$ cat src/hdl/jkm_pkg.sv
// ----------------------------------------------------------------------------
// jkm_pkg
// Shared types, character codes and name matchers for the key message parser.
// ----------------------------------------------------------------------------
package jkm_pkg;

	// characters of the grammar
	localparam logic [7:0] CH_NUL    = 8'h00;
	localparam logic [7:0] CH_SPACE  = 8'h20;
	localparam logic [7:0] CH_TAB    = 8'h09;
	localparam logic [7:0] CH_CR     = 8'h0D;
	localparam logic [7:0] CH_QUOTE  = 8'h22;
	localparam logic [7:0] CH_COMMA  = 8'h2C;
	localparam logic [7:0] CH_MINUS  = 8'h2D;
	localparam logic [7:0] CH_ZERO   = 8'h30;
	localparam logic [7:0] CH_NINE   = 8'h39;
	localparam logic [7:0] CH_COLON  = 8'h3A;
	localparam logic [7:0] CH_BSLASH = 8'h5C;
	localparam logic [7:0] CH_LBRACE = 8'h7B;
	localparam logic [7:0] CH_RBRACE = 8'h7D;
	localparam logic [7:0] CH_LC_C   = 8'h63;
	localparam logic [7:0] CH_LC_D   = 8'h64;
	localparam logic [7:0] CH_LC_E   = 8'h65;
	localparam logic [7:0] CH_LC_K   = 8'h6B;
	localparam logic [7:0] CH_LC_O   = 8'h6F;
	localparam logic [7:0] CH_LC_P   = 8'h70;
	localparam logic [7:0] CH_LC_Y   = 8'h79;

	// largest code that is accepted
	localparam logic [8:0] CODE_MAX = 9'h0FF;
	localparam logic [8:0] CODE_SAT = 9'h100;

	// member name matcher codes
	localparam logic [3:0] NM_START     = 4'd0;
	localparam logic [3:0] NM_O         = 4'd1;
	localparam logic [3:0] NM_OP        = 4'd2;
	localparam logic [3:0] NM_C         = 4'd3;
	localparam logic [3:0] NM_CO        = 4'd4;
	localparam logic [3:0] NM_COD       = 4'd5;
	localparam logic [3:0] NM_CODE      = 4'd6;
	localparam logic [3:0] NM_OTHER     = 4'd7;
	localparam logic [3:0] NM_OP_DONE   = 4'd8;
	localparam logic [3:0] NM_CODE_DONE = 4'd9;

	// op value matcher codes
	localparam logic [2:0] VM_START    = 3'd0;
	localparam logic [2:0] VM_K        = 3'd1;
	localparam logic [2:0] VM_KE       = 3'd2;
	localparam logic [2:0] VM_KEY      = 3'd3;
	localparam logic [2:0] VM_OTHER    = 3'd4;
	localparam logic [2:0] VM_KEY_DONE = 3'd5;

	// one input beat
	typedef struct packed {
		logic [7:0] text_byte;
		logic       last_byte;
		logic       end_without_byte;
	} beat_t;

	// outcome of one parser step
	typedef struct packed {
		logic       ends;
		logic       key_valid;
		logic [7:0] key_code;
	} result_t;

	function automatic logic is_ws(input logic [7:0] c);
		return (c == CH_SPACE) || (c inside {[CH_TAB:CH_CR]});
	endfunction

	function automatic logic is_digit(input logic [7:0] c);
		return c inside {[CH_ZERO:CH_NINE]};
	endfunction

	function automatic logic [3:0] name_step(input logic [3:0] s, input logic [7:0] c);
		logic [3:0] r;
		r = NM_OTHER;
		if (s >= NM_OTHER) begin
			r = s;
		end else if (c == CH_NUL) begin
			if (s == NM_OP)
				r = NM_OP_DONE;
			else if (s == NM_CODE)
				r = NM_CODE_DONE;
		end else begin
			case (s)
				NM_START: begin
					if (c == CH_LC_O)
						r = NM_O;
					else if (c == CH_LC_C)
						r = NM_C;
				end
				NM_O:   if (c == CH_LC_P) r = NM_OP;
				NM_C:   if (c == CH_LC_O) r = NM_CO;
				NM_CO:  if (c == CH_LC_D) r = NM_COD;
				NM_COD: if (c == CH_LC_E) r = NM_CODE;
				default: r = NM_OTHER;
			endcase
		end
		return r;
	endfunction

	function automatic logic [3:0] name_close(input logic [3:0] s);
		logic [3:0] r;
		r = NM_OTHER;
		if (s == NM_OP || s == NM_OP_DONE)
			r = NM_OP_DONE;
		else if (s == NM_CODE || s == NM_CODE_DONE)
			r = NM_CODE_DONE;
		return r;
	endfunction

	function automatic logic [2:0] value_step(input logic [2:0] s, input logic [7:0] c);
		logic [2:0] r;
		r = VM_OTHER;
		if (s >= VM_OTHER) begin
			r = s;
		end else if (c == CH_NUL) begin
			if (s == VM_KEY)
				r = VM_KEY_DONE;
		end else begin
			case (s)
				VM_START: if (c == CH_LC_K) r = VM_K;
				VM_K:     if (c == CH_LC_E) r = VM_KE;
				VM_KE:    if (c == CH_LC_Y) r = VM_KEY;
				default:  r = VM_OTHER;
			endcase
		end
		return r;
	endfunction

endpackage

$ cat src/hdl/json_key_message_parser.sv
// The final byte beat passes the input register and loads the result register.
// Throughput: one byte beat per cycle; the parser state updates once per byte.
// A result waiting in the output register holds up only a following final byte.
// Reset (arst_n low, asynchronous) empties both registers and puts the parser
// back at the opening brace; after each result the parser returns there too.
// ----------------------------------------------------------------------------
// json_key_message_parser
// Streaming checker for a flat key message object, one byte per beat.
// ----------------------------------------------------------------------------
module json_key_message_parser (
	input  logic       clk,
	input  logic       arst_n,
	input  logic       item_valid,
	output logic       item_stall,
	input  logic [7:0] text_byte,
	input  logic       last_byte,
	input  logic       end_without_byte,
	output logic       result_valid,
	input  logic       result_stall,
	output logic       key_valid,
	output logic [7:0] key_code
);

	jkm_pkg::beat_t   beat;
	jkm_pkg::beat_t   beat_s1;
	jkm_pkg::result_t result;
	logic             valid_s1;
	logic             out_ready;
	logic             consume;

	assign beat.text_byte        = text_byte;
	assign beat.last_byte        = last_byte;
	assign beat.end_without_byte = end_without_byte;

	// a held beat moves on unless it ends a message and the result slot is full
	assign consume = valid_s1 && (!result.ends || out_ready);

	jkm_in_stage u_in (
		.clk        (clk),
		.arst_n     (arst_n),
		.item_valid (item_valid),
		.item_stall (item_stall),
		.beat       (beat),
		.consume    (consume),
		.valid_s1   (valid_s1),
		.beat_s1    (beat_s1)
	);

	jkm_parse u_parse (
		.clk     (clk),
		.arst_n  (arst_n),
		.beat_s1 (beat_s1),
		.consume (consume),
		.result  (result)
	);

	jkm_out_reg u_out (
		.clk          (clk),
		.arst_n       (arst_n),
		.load         (consume && result.ends),
		.result       (result),
		.ready        (out_ready),
		.result_valid (result_valid),
		.result_stall (result_stall),
		.key_valid    (key_valid),
		.key_code     (key_code)
	);

endmodule

$ cat src/hdl/jkm_in_stage.sv
// ----------------------------------------------------------------------------
// jkm_in_stage
// Input register: holds one beat until the parser consumes it.
// ----------------------------------------------------------------------------
module jkm_in_stage (
	input  logic          clk,
	input  logic          arst_n,
	input  logic          item_valid,
	output logic          item_stall,
	input  jkm_pkg::beat_t beat,
	input  logic          consume,
	output logic          valid_s1,
	output jkm_pkg::beat_t beat_s1
);

	logic valid_q;

	// stall only while a held beat cannot move on
	assign item_stall = valid_q && !consume;

	// valid flag
	always_ff @(posedge clk or negedge arst_n) begin
		if (!arst_n)
			valid_q <= 1'b0;
		else if (!item_stall)
			valid_q <= item_valid;
	end

	// payload
	always_ff @(posedge clk) begin
		if (!item_stall && item_valid)
			beat_s1 <= beat;
	end

	assign valid_s1 = valid_q;

endmodule

$ cat src/hdl/jkm_parse.sv
// ----------------------------------------------------------------------------
// jkm_parse
// Parser state registers and the one-byte step of the grammar.
// ----------------------------------------------------------------------------
module jkm_parse (
	input  logic             clk,
	input  logic             arst_n,
	input  jkm_pkg::beat_t   beat_s1,
	input  logic             consume,
	output jkm_pkg::result_t result
);

	// grammar phases
	localparam logic [3:0] PH_OPEN    = 4'd0;
	localparam logic [3:0] PH_MEMBER  = 4'd1;
	localparam logic [3:0] PH_NAME    = 4'd2;
	localparam logic [3:0] PH_COLON   = 4'd3;
	localparam logic [3:0] PH_VALUE   = 4'd4;
	localparam logic [3:0] PH_OPSTR   = 4'd5;
	localparam logic [3:0] PH_SKIPSTR = 4'd6;
	localparam logic [3:0] PH_SIGN    = 4'd7;
	localparam logic [3:0] PH_DIGITS  = 4'd8;
	localparam logic [3:0] PH_AFTER   = 4'd9;
	localparam logic [3:0] PH_TRAIL   = 4'd10;
	localparam logic [3:0] PH_FAIL    = 4'd11;

	logic [3:0] phase_q, phase_d;
	logic [3:0] name_q, name_d;
	logic [2:0] value_q, value_d;
	logic       esc_q, esc_d;
	logic       neg_q, neg_d;
	logic [8:0] code_q, code_d;
	logic       seen_code_q, seen_code_d;
	logic       seen_op_q, seen_op_d;
	logic       op_key_q, op_key_d;

	logic [7:0]  c;
	logic        str_content;
	logic        str_close;
	logic        code_member;
	logic [11:0] code_next;
	logic        ok;

	// phase after a value has ended
	function automatic logic [3:0] after_phase(input logic [3:0] cur, input logic [7:0] ch);
		logic [3:0] r;
		r = PH_FAIL;
		if (jkm_pkg::is_ws(ch))
			r = cur;
		else if (ch == jkm_pkg::CH_COMMA)
			r = PH_MEMBER;
		else if (ch == jkm_pkg::CH_RBRACE)
			r = PH_TRAIL;
		return r;
	endfunction

	assign c           = beat_s1.text_byte;
	assign code_member = (name_q == jkm_pkg::NM_CODE_DONE);

	// string byte class and escape tracking
	always_comb begin
		str_content = 1'b0;
		str_close   = 1'b0;
		esc_d       = esc_q;
		if (esc_q) begin
			esc_d       = 1'b0;
			str_content = 1'b1;
		end else if (c == jkm_pkg::CH_BSLASH) begin
			esc_d = 1'b1;
		end else if (c == jkm_pkg::CH_QUOTE) begin
			str_close = 1'b1;
		end else begin
			str_content = 1'b1;
		end
	end

	// code times ten plus the new digit
	assign code_next = {code_q, 3'b000} + {2'b00, code_q, 1'b0} + {8'h00, c[3:0]};

	// one grammar step, then the end-of-message check
	always_comb begin
		phase_d     = phase_q;
		name_d      = name_q;
		value_d     = value_q;
		neg_d       = neg_q;
		code_d      = code_q;
		seen_code_d = seen_code_q;
		seen_op_d   = seen_op_q;
		op_key_d    = op_key_q;
		if (!beat_s1.end_without_byte) begin
			case (phase_q)
				PH_OPEN: begin
					if (!jkm_pkg::is_ws(c))
						phase_d = (c == jkm_pkg::CH_LBRACE) ? PH_MEMBER : PH_FAIL;
				end
				PH_MEMBER: begin
					if (!jkm_pkg::is_ws(c)) begin
						if (c == jkm_pkg::CH_RBRACE) begin
							phase_d = PH_TRAIL;
						end else if (c == jkm_pkg::CH_QUOTE) begin
							phase_d = PH_NAME;
							name_d  = jkm_pkg::NM_START;
						end else begin
							phase_d = PH_FAIL;
						end
					end
				end
				PH_NAME: begin
					if (str_content) begin
						name_d = jkm_pkg::name_step(name_q, c);
					end else if (str_close) begin
						name_d  = jkm_pkg::name_close(name_q);
						phase_d = PH_COLON;
					end
				end
				PH_COLON: begin
					if (!jkm_pkg::is_ws(c))
						phase_d = (c == jkm_pkg::CH_COLON) ? PH_VALUE : PH_FAIL;
				end
				PH_VALUE: begin
					if (!jkm_pkg::is_ws(c)) begin
						if (name_q == jkm_pkg::NM_OP_DONE) begin
							if (c == jkm_pkg::CH_QUOTE) begin
								phase_d = PH_OPSTR;
								value_d = jkm_pkg::VM_START;
							end else begin
								phase_d = PH_FAIL;
							end
						end else begin
							if (code_member) begin
								neg_d  = 1'b0;
								code_d = '0;
							end
							if (c == jkm_pkg::CH_MINUS) begin
								if (code_member)
									neg_d = 1'b1;
								phase_d = PH_SIGN;
							end else if (jkm_pkg::is_digit(c)) begin
								if (code_member) begin
									code_d      = {5'b00000, c[3:0]};
									seen_code_d = 1'b1;
								end
								phase_d = PH_DIGITS;
							end else if (c == jkm_pkg::CH_QUOTE && !code_member) begin
								phase_d = PH_SKIPSTR;
							end else begin
								phase_d = PH_FAIL;
							end
						end
					end
				end
				PH_OPSTR: begin
					if (str_content) begin
						value_d = jkm_pkg::value_step(value_q, c);
					end else if (str_close) begin
						seen_op_d = 1'b1;
						op_key_d  = (value_q == jkm_pkg::VM_KEY) ||
							(value_q == jkm_pkg::VM_KEY_DONE);
						phase_d   = PH_AFTER;
					end
				end
				PH_SKIPSTR: begin
					if (str_close)
						phase_d = PH_AFTER;
				end
				PH_SIGN: begin
					if (jkm_pkg::is_digit(c)) begin
						if (code_member) begin
							code_d      = {5'b00000, c[3:0]};
							seen_code_d = 1'b1;
						end
						phase_d = PH_DIGITS;
					end else begin
						phase_d = PH_FAIL;
					end
				end
				PH_DIGITS: begin
					if (jkm_pkg::is_digit(c)) begin
						if (code_member) begin
							if (code_q[8] || code_next > {3'b000, jkm_pkg::CODE_MAX})
								code_d = jkm_pkg::CODE_SAT;
							else
								code_d = code_next[8:0];
						end
					end else begin
						phase_d = after_phase(PH_AFTER, c);
					end
				end
				PH_AFTER: phase_d = after_phase(PH_AFTER, c);
				PH_TRAIL: begin
					if (!jkm_pkg::is_ws(c))
						phase_d = PH_FAIL;
				end
				default: phase_d = PH_FAIL;
			endcase
		end

		// acceptance of the finished message
		ok = (phase_d == PH_TRAIL) && seen_code_d && (!seen_op_d || op_key_d) &&
			(code_d <= jkm_pkg::CODE_MAX) && !(neg_d && (code_d != '0));
		result.ends      = beat_s1.last_byte || beat_s1.end_without_byte;
		result.key_valid = ok;
		result.key_code  = ok ? code_d[7:0] : 8'h00;
	end

	// state registers, back to reset values after a message ends
	always_ff @(posedge clk or negedge arst_n) begin
		if (!arst_n) begin
			phase_q     <= PH_OPEN;
			name_q      <= jkm_pkg::NM_START;
			value_q     <= jkm_pkg::VM_START;
			esc_q       <= 1'b0;
			neg_q       <= 1'b0;
			code_q      <= '0;
			seen_code_q <= 1'b0;
			seen_op_q   <= 1'b0;
			op_key_q    <= 1'b0;
		end else if (consume) begin
			if (result.ends) begin
				phase_q     <= PH_OPEN;
				name_q      <= jkm_pkg::NM_START;
				value_q     <= jkm_pkg::VM_START;
				esc_q       <= 1'b0;
				neg_q       <= 1'b0;
				code_q      <= '0;
				seen_code_q <= 1'b0;
				seen_op_q   <= 1'b0;
				op_key_q    <= 1'b0;
			end else begin
				phase_q     <= phase_d;
				name_q      <= name_d;
				value_q     <= value_d;
				neg_q       <= neg_d;
				code_q      <= code_d;
				seen_code_q <= seen_code_d;
				seen_op_q   <= seen_op_d;
				op_key_q    <= op_key_d;
				// escape state only matters inside strings; clear it on each opening quote
				if (phase_d != phase_q && (phase_d == PH_NAME || phase_d == PH_OPSTR ||
					phase_d == PH_SKIPSTR))
					esc_q <= 1'b0;
				else if (phase_q == PH_NAME || phase_q == PH_OPSTR ||
					phase_q == PH_SKIPSTR)
					esc_q <= esc_d;
			end
		end
	end

endmodule

$ cat src/hdl/jkm_out_reg.sv
// ----------------------------------------------------------------------------
// jkm_out_reg
// Result register: holds one result beat until the sink takes it.
// ----------------------------------------------------------------------------
module jkm_out_reg (
	input  logic             clk,
	input  logic             arst_n,
	input  logic             load,
	input  jkm_pkg::result_t result,
	output logic             ready,
	output logic             result_valid,
	input  logic             result_stall,
	output logic             key_valid,
	output logic [7:0]       key_code
);

	logic       valid_q;
	logic       key_valid_q;
	logic [7:0] key_code_q;

	// free when empty or being taken
	assign ready = !valid_q || !result_stall;

	// valid flag
	always_ff @(posedge clk or negedge arst_n) begin
		if (!arst_n)
			valid_q <= 1'b0;
		else if (load)
			valid_q <= 1'b1;
		else if (!result_stall)
			valid_q <= 1'b0;
	end

	// payload
	always_ff @(posedge clk) begin
		if (load) begin
			key_valid_q <= result.key_valid;
			key_code_q  <= result.key_code;
		end
	end

	assign result_valid = valid_q;
	assign key_valid    = key_valid_q;
	assign key_code     = key_code_q;

endmodule

$ cat config.mk
export PLATFORM = sky130hd
export DESIGN_NAME = json_key_message_parser
export DESIGN_NICKNAME = d
export VERILOG_FILES = /design/src/hdl/jkm_pkg.sv /design/src/hdl/json_key_message_parser.sv /design/src/hdl/jkm_in_stage.sv /design/src/hdl/jkm_parse.sv /design/src/hdl/jkm_out_reg.sv
export SDC_FILE = /design/constraint.sdc
export NUM_CORES = 1
export LEC_CHECK = 0
export BUFFER_PORTS_ARGS = -buffer_cell sky130_fd_sc_hd__buf_2
export CORE_AREA = 10 10 94 96
export CTS_CLUSTER_SIZE = 28
export DETAILED_ROUTE_END_ITERATION = 12
export DIE_AREA = 0 0 104 106
export PLACE_DENSITY_LB_ADDON = 0.2
export SKIP_LAST_GASP = 1
export SYNTH_ARGS = -nofsm -noshare
export SYNTH_HDL_FRONTEND = slang
export SYNTH_SLANG_ARGS = --single-unit
$ cat constraint.sdc
create_clock -name clk -period 6.8 [get_ports clk]
set_input_delay 0 -clock clk [delete_from_list [all_inputs] [get_ports clk]]
set_output_delay 0 -clock clk [all_outputs]
set_load 0.005 [all_outputs]
==> impl_metrics.env, run 1 <==
export IMPL_multi_input_area_mm2=0.002307
export IMPL_die_width_um=104
export IMPL_synth_area_per_cell_um2=8.563
export IMPL_final_util=0.5814
export IMPL_area_delta_synth_final_pct=9.920
export IMPL_fin_crit_ps=3818
export IMPL_finalMaxSlewViolations=0
export IMPL_yosysSeqAreaShare=0.3338
export IMPL_synth_flop_cell="dfrtp_1"
export IMPL_path_class="reg2reg"
export IMPL_fmax_mhz=261.9
export IMPL_nets=485
export IMPL_critPathMaxFanout=15
export IMPL_grt_max_degree=28
export IMPL_grt_ovfl_total=0
export IMPL_hp_class="in2async"
export IMPL_cts_root_buf="clkbuf_8"
export IMPL_numClockSinks=46
export IMPL_max_cap_violations=0
export IMPL_worst_pin_slew_ps=1023
export IMPL_max_stage_delay_ps=600
export IMPL_initial_utilization=0.5289
export IMPL_ys_ff_latch=46
export IMPL_ctsHtreeMaxLevel=2
export IMPL_async_reset_ff_frac=0.5870
export IMPL_worst_r2r_path_depth=12
export IMPL_drtIter0Drc=376
export IMPL_design_die_area_mm2=0.01102
export IMPL_coreArea_mm2=0.007059
export IMPL_p_sw_w=0.0002279
export IMPL_crit_arrival_ps=3890
export IMPL_netlist_instances=436
export IMPL_num_vias=3639
export IMPL_numCtsBuffers=5
export IMPL_synth_warnings=0
export IMPL_worstPathRequired_ps=6870
export IMPL_finalWeightedCongestion=0.9251
export IMPL_ir_drop_mv=0.1070
export IMPL_path_cells="inv_1 > fa_1 > inv_1 > fa_1 > a211oi_1 > or4b_1 > o2111a_1 > and3_1 > a22oi_1 > and4b_1 > a41oi_1 > nor3_1"
export IMPL_power_frac_clock=0.304
export IMPL_final_seq_area_mm2=0.001246
export IMPL_ant_nets=0
export IMPL_cts_tree="built"
export IMPL_drt_pass1_iter_count=5
export IMPL_seqPwrFrac=0.498
export IMPL_path_depth=12
export IMPL_crit_buf_inv=2
export IMPL_startpoint_type="flip-flop"
export IMPL_p_leak_nw=1.622
export IMPL_nFillCells=661
export IMPL_wl_met2_mm=4.718
export IMPL_swShare=0.3300
export IMPL_p_int_w=0.0004627
export IMPL_syn_cell_area_mm2=0.003734
export IMPL_dp_hpwl_mm=7.539
export IMPL_synth_area_leader_cell="dfrtp_1"
export IMPL_skew_ps=12.02
export IMPL_vias_per_cell=6.592
export IMPL_final_area_mm2=0.004104
export IMPL_powerDensity_mw_per_mm2=168.3
export IMPL_layout_setup_ws_ps=2982
export IMPL_rsz0062_at_grt="false"
export IMPL_clockBufferDepth=2
export IMPL_antenna_cells=0
export IMPL_place_area_mm2=0.003861
export IMPL_synth_enable_flop_cells=19
export IMPL_min_period_over_period=0.5615
export IMPL_post_synth_top_count_cell="nor2_1"
export IMPL_yosys_area_top_type_share=0.1810
export IMPL_dp_slack_ps=3036
export IMPL_setup_tns_ps=0
export IMPL_finalHoldViolCount=0
export IMPL_drc=0
export IMPL_die_y_um=106
export IMPL_crit_slowest_cell="edfxtp_1"
export IMPL_grt_pass1_vias=3330
export IMPL_synthDistinctLibCells=76
export IMPL_setup_violations=0
export IMPL_drt_wl_total_mm=10.51
export IMPL_rows=31
export IMPL_comb_power_share=0.199
export IMPL_drive_gt1_frac=0.1104
export IMPL_numPortBuffers=24
export IMPL_clock_latency_ps=320
export IMPL_wirelength_met1_mm=4.785
export IMPL_ioPinCount=25
export IMPL_syn_nets=469
export IMPL_wl_per_cell_um=19.04
export IMPL_whs_ps=248.8
export IMPL_synth_common_cells="45 x nor2_1, 39 x nand2_1, 27 x dfrtp_1"
export IMPL_path_clk_slew_ps=110
export IMPL_slew_headroom=0.3164
export IMPL_grt_pass1_wl_mm=17.10
export IMPL_ff2ff_setup_slack_ps=2980
export IMPL_grt_usage=0.1854
export IMPL_endpoint_kind="flip-flop"
export IMPL_crit_family="adder cells"
export IMPL_outcome="complete, no violations"
export IMPL_dr_wl_met3_um=737
export IMPL_route_top_layer_used="met4"
export IMPL_yosys_top_cells_area="dfrtp_1 18%, edfxtp_1 15%, ha_1 5.7%"
export IMPL_antenna_found_initial=0
-- area by class of cell --
type,instances,share of cell area
Sequential cell,46,0.3037
Timing Repair Buffer,39,0.06463
Inverter,13,0.01189
Tap cell,99,0.03018
Clock buffer,6,0.02287
Clock inverter,2,0.004573
Multi-Input combinational cell,347,0.5622
-- final timing paths --
kind | start | to
hold reg to reg | u_parse.seen_code_q$_DFFE_PN0P_ | u_parse.seen_code_q$_DFFE_PN0P_
max in group asynchronous | arst_n | u_parse.value_q[0]$_DFFE_PN0P_
hold / removal | arst_n | u_parse.code_q[2]$_DFFE_PN0P_
setup reg to reg | u_in.beat_s1[5]$_DFFE_PP_ | u_out.key_code[6]$_SDFFCE_PN0P_
min in group clk | text_byte[0] | u_in.beat_s1[2]$_DFFE_PP_
setup / recovery | u_in.beat_s1[5]$_DFFE_PP_ | u_out.key_code[6]$_SDFFCE_PN0P_
-- state kept, by name, indices dropped and copies added, names as in the netlist --
signal,cells
u_parse.name_q,4
u_parse.phase_q,4
u_out.result_valid,1
u_parse.seen_code_q,1
u_in.valid_s1,1
u_parse.op_key_q,1
u_in.beat_s1,10
u_parse.seen_op_q,1
u_parse.esc_q,1
u_parse.value_q,3
u_parse.neg_q,1
u_out.key_code,8
u_parse.code_q,9
u_out.key_valid,1
-- through the flow --
| stage | std cells | power [W] |
|---|---|---|
| after global routing | 552 | 0.0007217 |
| after floorplan | 436 | 0.0004405 |
| after CTS | 552 | 0.0006882 |
| final | 552 | 0.0006906 |
| after global placement | 531 | 0.0004742 |
| after detailed placement | 531 | 0.0004773 |
-- power groups by stage --
| stage | Sequential, W | Clock, W | Combinational (W) |
|---|---|---|---|
| 2_1_floorplan | 0.000322 | 0 | 0.000119 |
| 3_3_place_gp | 0.000347 | 0 | 0.000127 |
| 3_5_place_dp | 0.000349 | 0 | 0.000129 |
| 4_1_cts | 0.000343 | 0.000211 | 0.000135 |
| 5_1_grt | 0.000348 | 0.000223 | 0.000151 |
| 6_report | 0.000344 | 0.000210 | 0.000137 |
-- cells in the final DEF, fill, tap and decap left out, drive strengths merged, types with 5 or more instances in the layout --
master,synthesis,layout
nand3,9,9
inv,13,14
nor2,47,47
clkbuf,20,6
nand2b,7,7
or4b,6,6
o21ai,23,23
ha,17,17
dfrtp,27,27
nor4,6,6
nor3b,5,5
dlygate4sd3,0,13
nand2,39,39
o31ai,6,6
a31oi,10,10
a211oi,12,12
a22o,6,6
a21oi,27,27
o22ai,6,6
nand4,5,5
nor2b,7,7
buf,10,26
a21o,8,8
edfxtp,19,19
nor3,16,16
-- per-layer routing --
| metal | vias to the layer above | track usage |
|---|---|---|
| li1 | 1699 | - |
| met1 | 1732 | 0.2514 |
| met2 | 174 | 0.2912 |
| met3 | 34 | 0.03261 |
| met4 | 0 | 0.06461 |
| met5 | - | 0 |
-- timing repair --
item                                   CTS  global route
setup buffers                            0             0
hold buffers                            13             0
endpoints found under the hold margin   39             0
resized for setup                        0             0
-- logic make-up (layout without fill, tap and decap cells) --
kind of cell | Yosys count | after routing | synth area share
AO/OA/AOI/OAI | 137 | 137 | 0.2587
AND/OR/NAND/NOR | 184 | 184 | 0.2751
adder cells (fa/ha/maj) | 19 | 19 | 0.06769
buffers and inverters | 43 | 60 | 0.04826
flip-flops | 46 | 46 | 0.3338
XOR/XNOR | 7 | 7 | 0.01642
Note: power is estimated with default switching activity, not from simulation.
==> run 2, diff against run 1 <==
==> constraint.sdc (replaced) <==
create_clock -name clk -period 3.25 [get_ports clk]
set_input_delay 0 -clock clk [delete_from_list [all_inputs] [get_ports clk]]
set_output_delay 0 -clock clk [all_outputs]
set_load 0.005 [all_outputs]
==> run 2 against run 1 <==
  * Core utilization grew 4.0 points
  * Wire length is 0.79% higher
  * Die area unchanged
  * Worst setup slack lost 2800 ps
  * Power grew 120%
==> impl_metrics.env, run 2 (synthesized netlist as in run 1, its figures left out) <==
export IMPL_dr_wl_met3_um=718
export IMPL_drt_pass1_iter_count=5
export IMPL_largest_reg_flops=10
export IMPL_max_cap_violations=0
export IMPL_powerDensity_mw_per_mm2=340.6
export IMPL_grt_ovfl_total=0
export IMPL_swShare=0.3154
export IMPL_path_cells="inv_1 > fa_1 > inv_1 > fa_2 > a211oi_2 > or4b_1 > o2111a_1 > and3_4 > a22oi_2 > and4b_1 > a41oi_2 > nor3_1"
export IMPL_nets=517
export IMPL_startpoint_type="flip-flop"
export IMPL_fin_crit_ps=3102
export IMPL_wirelength_met1_mm=4.835
export IMPL_final_cell_mix="45 x nor2_1, 39 x nand2_1, 34 x buf_4"
export IMPL_regMostFlops="u_in.beat_s1"
export IMPL_rows=31
export IMPL_ir_drop_mv=0.2604
export IMPL_drive_gt1_frac=0.1856
export IMPL_setup_violations=0
export IMPL_finalHoldViolCount=0
export IMPL_grt_max_degree=28
export IMPL_worstPathRequired_ps=3410
export IMPL_layout_setup_ws_ps=147.7
export IMPL_ant_nets=0
export IMPL_finalWeightedCongestion=0.9508
export IMPL_clockBufferDepth=2
export IMPL_path_class="reg2reg"
export IMPL_whs_ps=244.8
export IMPL_grt_pass1_vias=3474
export IMPL_worst_pin_slew_ps=650.5
export IMPL_route_top_layer_used="met4"
export IMPL_fmax_mhz=322.3
export IMPL_critPathMaxFanout=3
export IMPL_die_width_um=104
export IMPL_path_clk_slew_ps=100
export IMPL_vias_per_cell=6.336
export IMPL_grt_pass1_wl_mm=17.68
export IMPL_p_int_w=0.001023
export IMPL_dp_slack_ps=-8.270
export IMPL_max_stage_delay_ps=500
export IMPL_final_area_mm2=0.004388
export IMPL_p_sw_w=0.0004714
export IMPL_finalMaxSlewViolations=0
export IMPL_cts_root_buf="clkbuf_8"
export IMPL_outcome="complete, no violations"
export IMPL_dp_hpwl_mm=7.772
export IMPL_numCtsBuffers=5
export IMPL_hp_class="in2async"
export IMPL_wl_met2_mm=4.930
export IMPL_numClockSinks=46
export IMPL_cts_setup_buffers=0
export IMPL_num_vias=3700
export IMPL_p_leak_nw=1.781
export IMPL_drt_wl_total_mm=10.59
export IMPL_seqPwrFrac=0.451
export IMPL_comb_power_share=0.244
export IMPL_design_die_area_mm2=0.01102
export IMPL_grt_usage=0.1908
export IMPL_place_area_mm2=0.004101
export IMPL_mostFrequentLayoutCell="nor2_1"
export IMPL_clock_latency_ps=310
export IMPL_final_util=0.6216
export IMPL_min_period_over_period=0.9546
export IMPL_slew_headroom=0.5663
export IMPL_initial_utilization=0.5289
export IMPL_cts_tree="built"
export IMPL_crit_top_cell="inv_1"
export IMPL_area_delta_synth_final_pct=17.53
export IMPL_ioPinCount=25
export IMPL_crit_slowest_cell="or4b_1"
export IMPL_drtIter0Drc=345
export IMPL_numPortBuffers=24
export IMPL_wl_per_cell_um=18.14
export IMPL_power_frac_clock=0.304
export IMPL_antenna_cells=0
export IMPL_coreArea_mm2=0.007059
export IMPL_ctsHtreeMaxLevel=2
export IMPL_antenna_found_initial=0
export IMPL_skew_ps=6.617
export IMPL_rsz0062_at_grt="false"
export IMPL_drc=0
export IMPL_die_y_um=106
export IMPL_crit_arrival_ps=3260
export IMPL_endpoint_kind="flip-flop"
-- run 2: cell count changes in the layout (fill, tap and decap cells not counted), moves of 2 or more --
cell and delta:
a211oi_1 -2, a211oi_2 +2, and3_1 -2, and3_4 +2, buf_4 +32
-- run 2: critical path: cells and delay by family (launching register included) --
family | cells | cell delay [ps]
simple gates | 4 | 1100
fa+ha+maj | 2 | 660
compound gates | 4 | 580
flops | 1 | 390
buf+inv | 2 | 230
-- run 2: power groups by stage --
stage,registers (W),logic (W),clock network (W)
detailed placement,0.000685,0.000346,0
global route,0.000681,0.000403,0.000489
floorplan,0.000673,0.000249,0
finish,0.000675,0.000365,0.000455
global placement,0.000684,0.000343,0
CTS,0.000674,0.000359,0.000460
-- run 2: layer usage --
metal	global-route usage	up-vias
li1	-	1757
met4	0.04374	0
met2	0.3057	157
met3	0.03442	11
met1	0.2621	1775
met5	0	-
-- run 2: cell type report --
| cell class | count | area, µm² |
|---|---|---|
| fill | 620 | 2671 |
| tap | 99 | 123.9 |
| timing repair buffer | 71 | 505.5 |
| clock inverter | 3 | 48.80 |
| clock buffer | 5 | 68.82 |
| multi-input combinational | 347 | 2346 |
| inverter | 13 | 48.80 |
| sequential | 46 | 1246 |
-- run 2: worst paths after layout --
check / from / to / slack, ps / cells past startpoint
max: u_parse.code_q[2]$_DFFE_PN0P_ / u_out.key_code[6]$_SDFFCE_PN0P_ / 150 / 12
min: arst_n / u_parse.code_q[5]$_DFFE_PN0P_ / 240 / 2
max reg2reg: u_parse.code_q[2]$_DFFE_PN0P_ / u_out.key_code[6]$_SDFFCE_PN0P_ / 150 / 12
min reg2reg: u_parse.op_key_q$_DFFE_PN0P_ / u_parse.op_key_q$_DFFE_PN0P_ / 530 / 1
max in group asynchronous: arst_n / u_parse.name_q[2]$_DFFE_PN0P_ / 2580 / 2
min in group clk: text_byte[6] / u_in.beat_s1[8]$_DFFE_PP_ / 400 / 2
-- run 2: what timing repair did --
action	CTS	global route
setup endpoints to repair	3	4
pin swaps	0	5
hold endpoints to repair	39	0
gates resized for setup	1	7
hold buffers	13	0
-- run 2: through the flow --
step / TNS (ps) / total power [W] / std cells
floorplan: 0 / 0.0009217 / 436
global placement: 0 / 0.001027 / 563
detailed placement: -17.39 / 0.001031 / 563
CTS: 0 / 0.001493 / 584
global route: 0 / 0.001573 / 584
finish: 0 / 0.001495 / 584
==> run 3, diff against run 2 <==
--- a/config.mk
+++ b/config.mk
@@ -6,11 +6,11 @@
 export NUM_CORES = 1
 export LEC_CHECK = 0
 export BUFFER_PORTS_ARGS = -buffer_cell sky130_fd_sc_hd__buf_2
-export CORE_AREA = 10 10 94 96
+export CORE_AREA = 2 2 86 88
 export CTS_CLUSTER_SIZE = 28
 export DETAILED_ROUTE_END_ITERATION = 12
-export DIE_AREA = 0 0 104 106
-export PLACE_DENSITY_LB_ADDON = 0.2
+export DIE_AREA = 0 0 88 90
+export PLACE_DENSITY = 0.83
 export SKIP_LAST_GASP = 1
 export SYNTH_ARGS = -nofsm -noshare
 export SYNTH_HDL_FRONTEND = slang
==> run 3 against run 2 <==
  * Clock-buffer cell count unchanged
  * Critical path depth unchanged
  * Die area down 28%
  * Sequential cell count unchanged
  * Critical endpoint is now u_out.key_code[5]$_SDFFCE_PN0P_
  * Non-clock buffer count unchanged
  * Critical path type unchanged
  * Combinational power down 2%
  * Clock skew up 4.9 ps
  * Largest power group unchanged
  * Power down 0.20%
  * Register-to-register slack worse by 70 ps
  * Clock power down 2%
==> impl_metrics.env, run 3 (synthesized netlist as in run 1, its figures left out) <==
export IMPL_crit_arrival_ps=3230
export IMPL_fin_cells=584
export IMPL_mostFrequentLayoutCell="nor2_1"
export IMPL_numClockSinks=46
export IMPL_worstPathRequired_ps=3300
export IMPL_fin_crit_ps=3177
export IMPL_critPathMaxFanout=3
export IMPL_p_int_w=0.001019
export IMPL_die_y_um=90
export IMPL_numCtsBuffers=5
export IMPL_clock_latency_ps=310
export IMPL_slew_headroom=0.5408
export IMPL_p_leak_nw=1.783
export IMPL_seqPwrFrac=0.460
export IMPL_design_die_area_mm2=0.007920
export IMPL_largest_reg_flops=10
export IMPL_setup_violations=0
export IMPL_drive_gt1_frac=0.1938
export IMPL_wl_per_cell_um=18.56
export IMPL_cts_root_buf="clkbuf_8"
export IMPL_initial_utilization=0.5318
export IMPL_ir_drop_mv=0.3356
export IMPL_grt_pass1_vias=3761
export IMPL_p_sw_w=0.0004730
export IMPL_coreArea_mm2=0.007020
export IMPL_fmax_mhz=314.8
export IMPL_drc=0
export IMPL_outcome="complete, no violations"
export IMPL_ctsHtreeMaxLevel=2
export IMPL_drt_pass1_iter_count=5
export IMPL_final_cell_mix="45 x nor2_1, 39 x nand2_1, 34 x buf_4"
export IMPL_power_frac_clock=0.300
export IMPL_dp_cells=561
export IMPL_totalPowerFinal_w=0.001492
export IMPL_nets=517
export IMPL_area_delta_synth_final_pct=17.83
export IMPL_finalHoldViolCount=0
export IMPL_antenna_found_initial=0
export IMPL_finalWeightedCongestion=0.9403
export IMPL_worst_pin_slew_ps=686.3
export IMPL_clockBufferDepth=2
export IMPL_rows=31
export IMPL_grt_usage=0.2804
export IMPL_swShare=0.3170
export IMPL_grt_max_degree=28
export IMPL_numPortBuffers=24
export IMPL_comb_power_share=0.240
export IMPL_finalMaxSlewViolations=0
export IMPL_path_class="reg2reg"
export IMPL_skew_ps=11.47
export IMPL_max_cap_violations=0
export IMPL_vias_per_cell=6.586
export IMPL_ant_nets=0
export IMPL_ioPinCount=25
export IMPL_drt_wl_total_mm=10.84
export IMPL_path_clk_slew_ps=100
export IMPL_num_vias=3846
export IMPL_hp_class="in2async"
export IMPL_powerDensity_mw_per_mm2=339.1
export IMPL_min_period_over_period=0.9774
export IMPL_antenna_cells=0
export IMPL_cts_tree="built"
export IMPL_regMostFlops="u_in.beat_s1"
export IMPL_grt_ovfl_total=0
export IMPL_die_width_um=88
export IMPL_startpoint_type="flip-flop"
export IMPL_drtIter0Drc=494
export IMPL_endpoint_kind="flip-flop"
export IMPL_whs_ps=265.2
export IMPL_grt_pass1_wl_mm=17.77
export IMPL_dp_hpwl_mm=7.641
==> run 3: power groups by stage <==
| stage | sequential, W | combinational (W) | clock (W) |
|---|---|---|---|
| 2_1_floorplan | 0.000673 | 0.000249 | 0 |
| 3_3_place_gp | 0.000695 | 0.000326 | 0 |
| 3_5_place_dp | 0.000698 | 0.000332 | 0 |
| 4_1_cts | 0.000686 | 0.000345 | 0.000440 |
| 5_1_grt | 0.000693 | 0.000394 | 0.000474 |
| 6_report | 0.000687 | 0.000358 | 0.000448 |
==> run 3: metal layers <==
metal,global-route usage,vias to the layer above,part of all wire
li1,-,1764,-
met1,0.3889,1818,0.41
met2,0.4407,228,0.47
met3,0.04867,36,0.097
met4,0.09359,0,0.023
met5,0,-,0
==> run 3: final timing paths <==
| check | start | end | slack (ps) | cells past startpoint |
|---|---|---|---|---|
| worst max-delay path | u_parse.code_q[0]$_DFFE_PN0P_ | u_out.key_code[5]$_SDFFCE_PN0P_ | 70 | 12 |
| worst min-delay path | arst_n | u_parse.name_q[0]$_DFFE_PN0P_ | 270 | 2 |
| worst max register to register | u_parse.code_q[0]$_DFFE_PN0P_ | u_out.key_code[5]$_SDFFCE_PN0P_ | 70 | 12 |
| worst min register to register | u_parse.seen_code_q$_DFFE_PN0P_ | u_parse.seen_code_q$_DFFE_PN0P_ | 530 | 2 |
| max in group asynchronous | arst_n | u_parse.code_q[2]$_DFFE_PN0P_ | 2540 | 2 |
| min in group clk | last_byte | u_in.beat_s1[1]$_DFFE_PP_ | 410 | 2 |
==> run 3: area by class of cell <==
cell class	count	area, µm²
fill	570	2621
multi-input combinational	347	2362
sequential	46	1246
timing repair buffer	71	505.5
tap	99	123.9
clock buffer	5	68.82
inverter	13	48.80
clock inverter	3	43.79
==> run 3: worst max-delay path, stage by stage (launching register included) <==
cell	delay [ps]
dfrtp_1	390
inv_1	80
fa_1	530
inv_2	60
fa_2	400
a211oi_2	240
or4b_1	150
o2111a_1	230
and3_4	200
nand2_1	60
and3_1	210
a41oi_2	290
nor3_2	80
==> run 3: timing repair <==
action | in CTS | in global routing
gates resized for setup | 1 | 11
endpoints found under the hold margin | 39 | 0
pin swaps | 0 | 4
endpoints found under the setup margin | 3 | 9
hold buffers | 13 | 0
setup buffers | 0 | 2
==> run 3: metrics by stage <==
stage	utilization	setup slack [ps]	TNS (ps)	instance area, µm²
after detailed placement	0.5821	-7.529	-7.529	4086
after floorplan	-	44.48	0	3734
after global placement	0.5821	94.53	0	4086
after CTS	0.6177	22.68	0	4337
after global routing	0.6266	-67.45	-174.8	4399
final	0.6266	73.38	0	4399
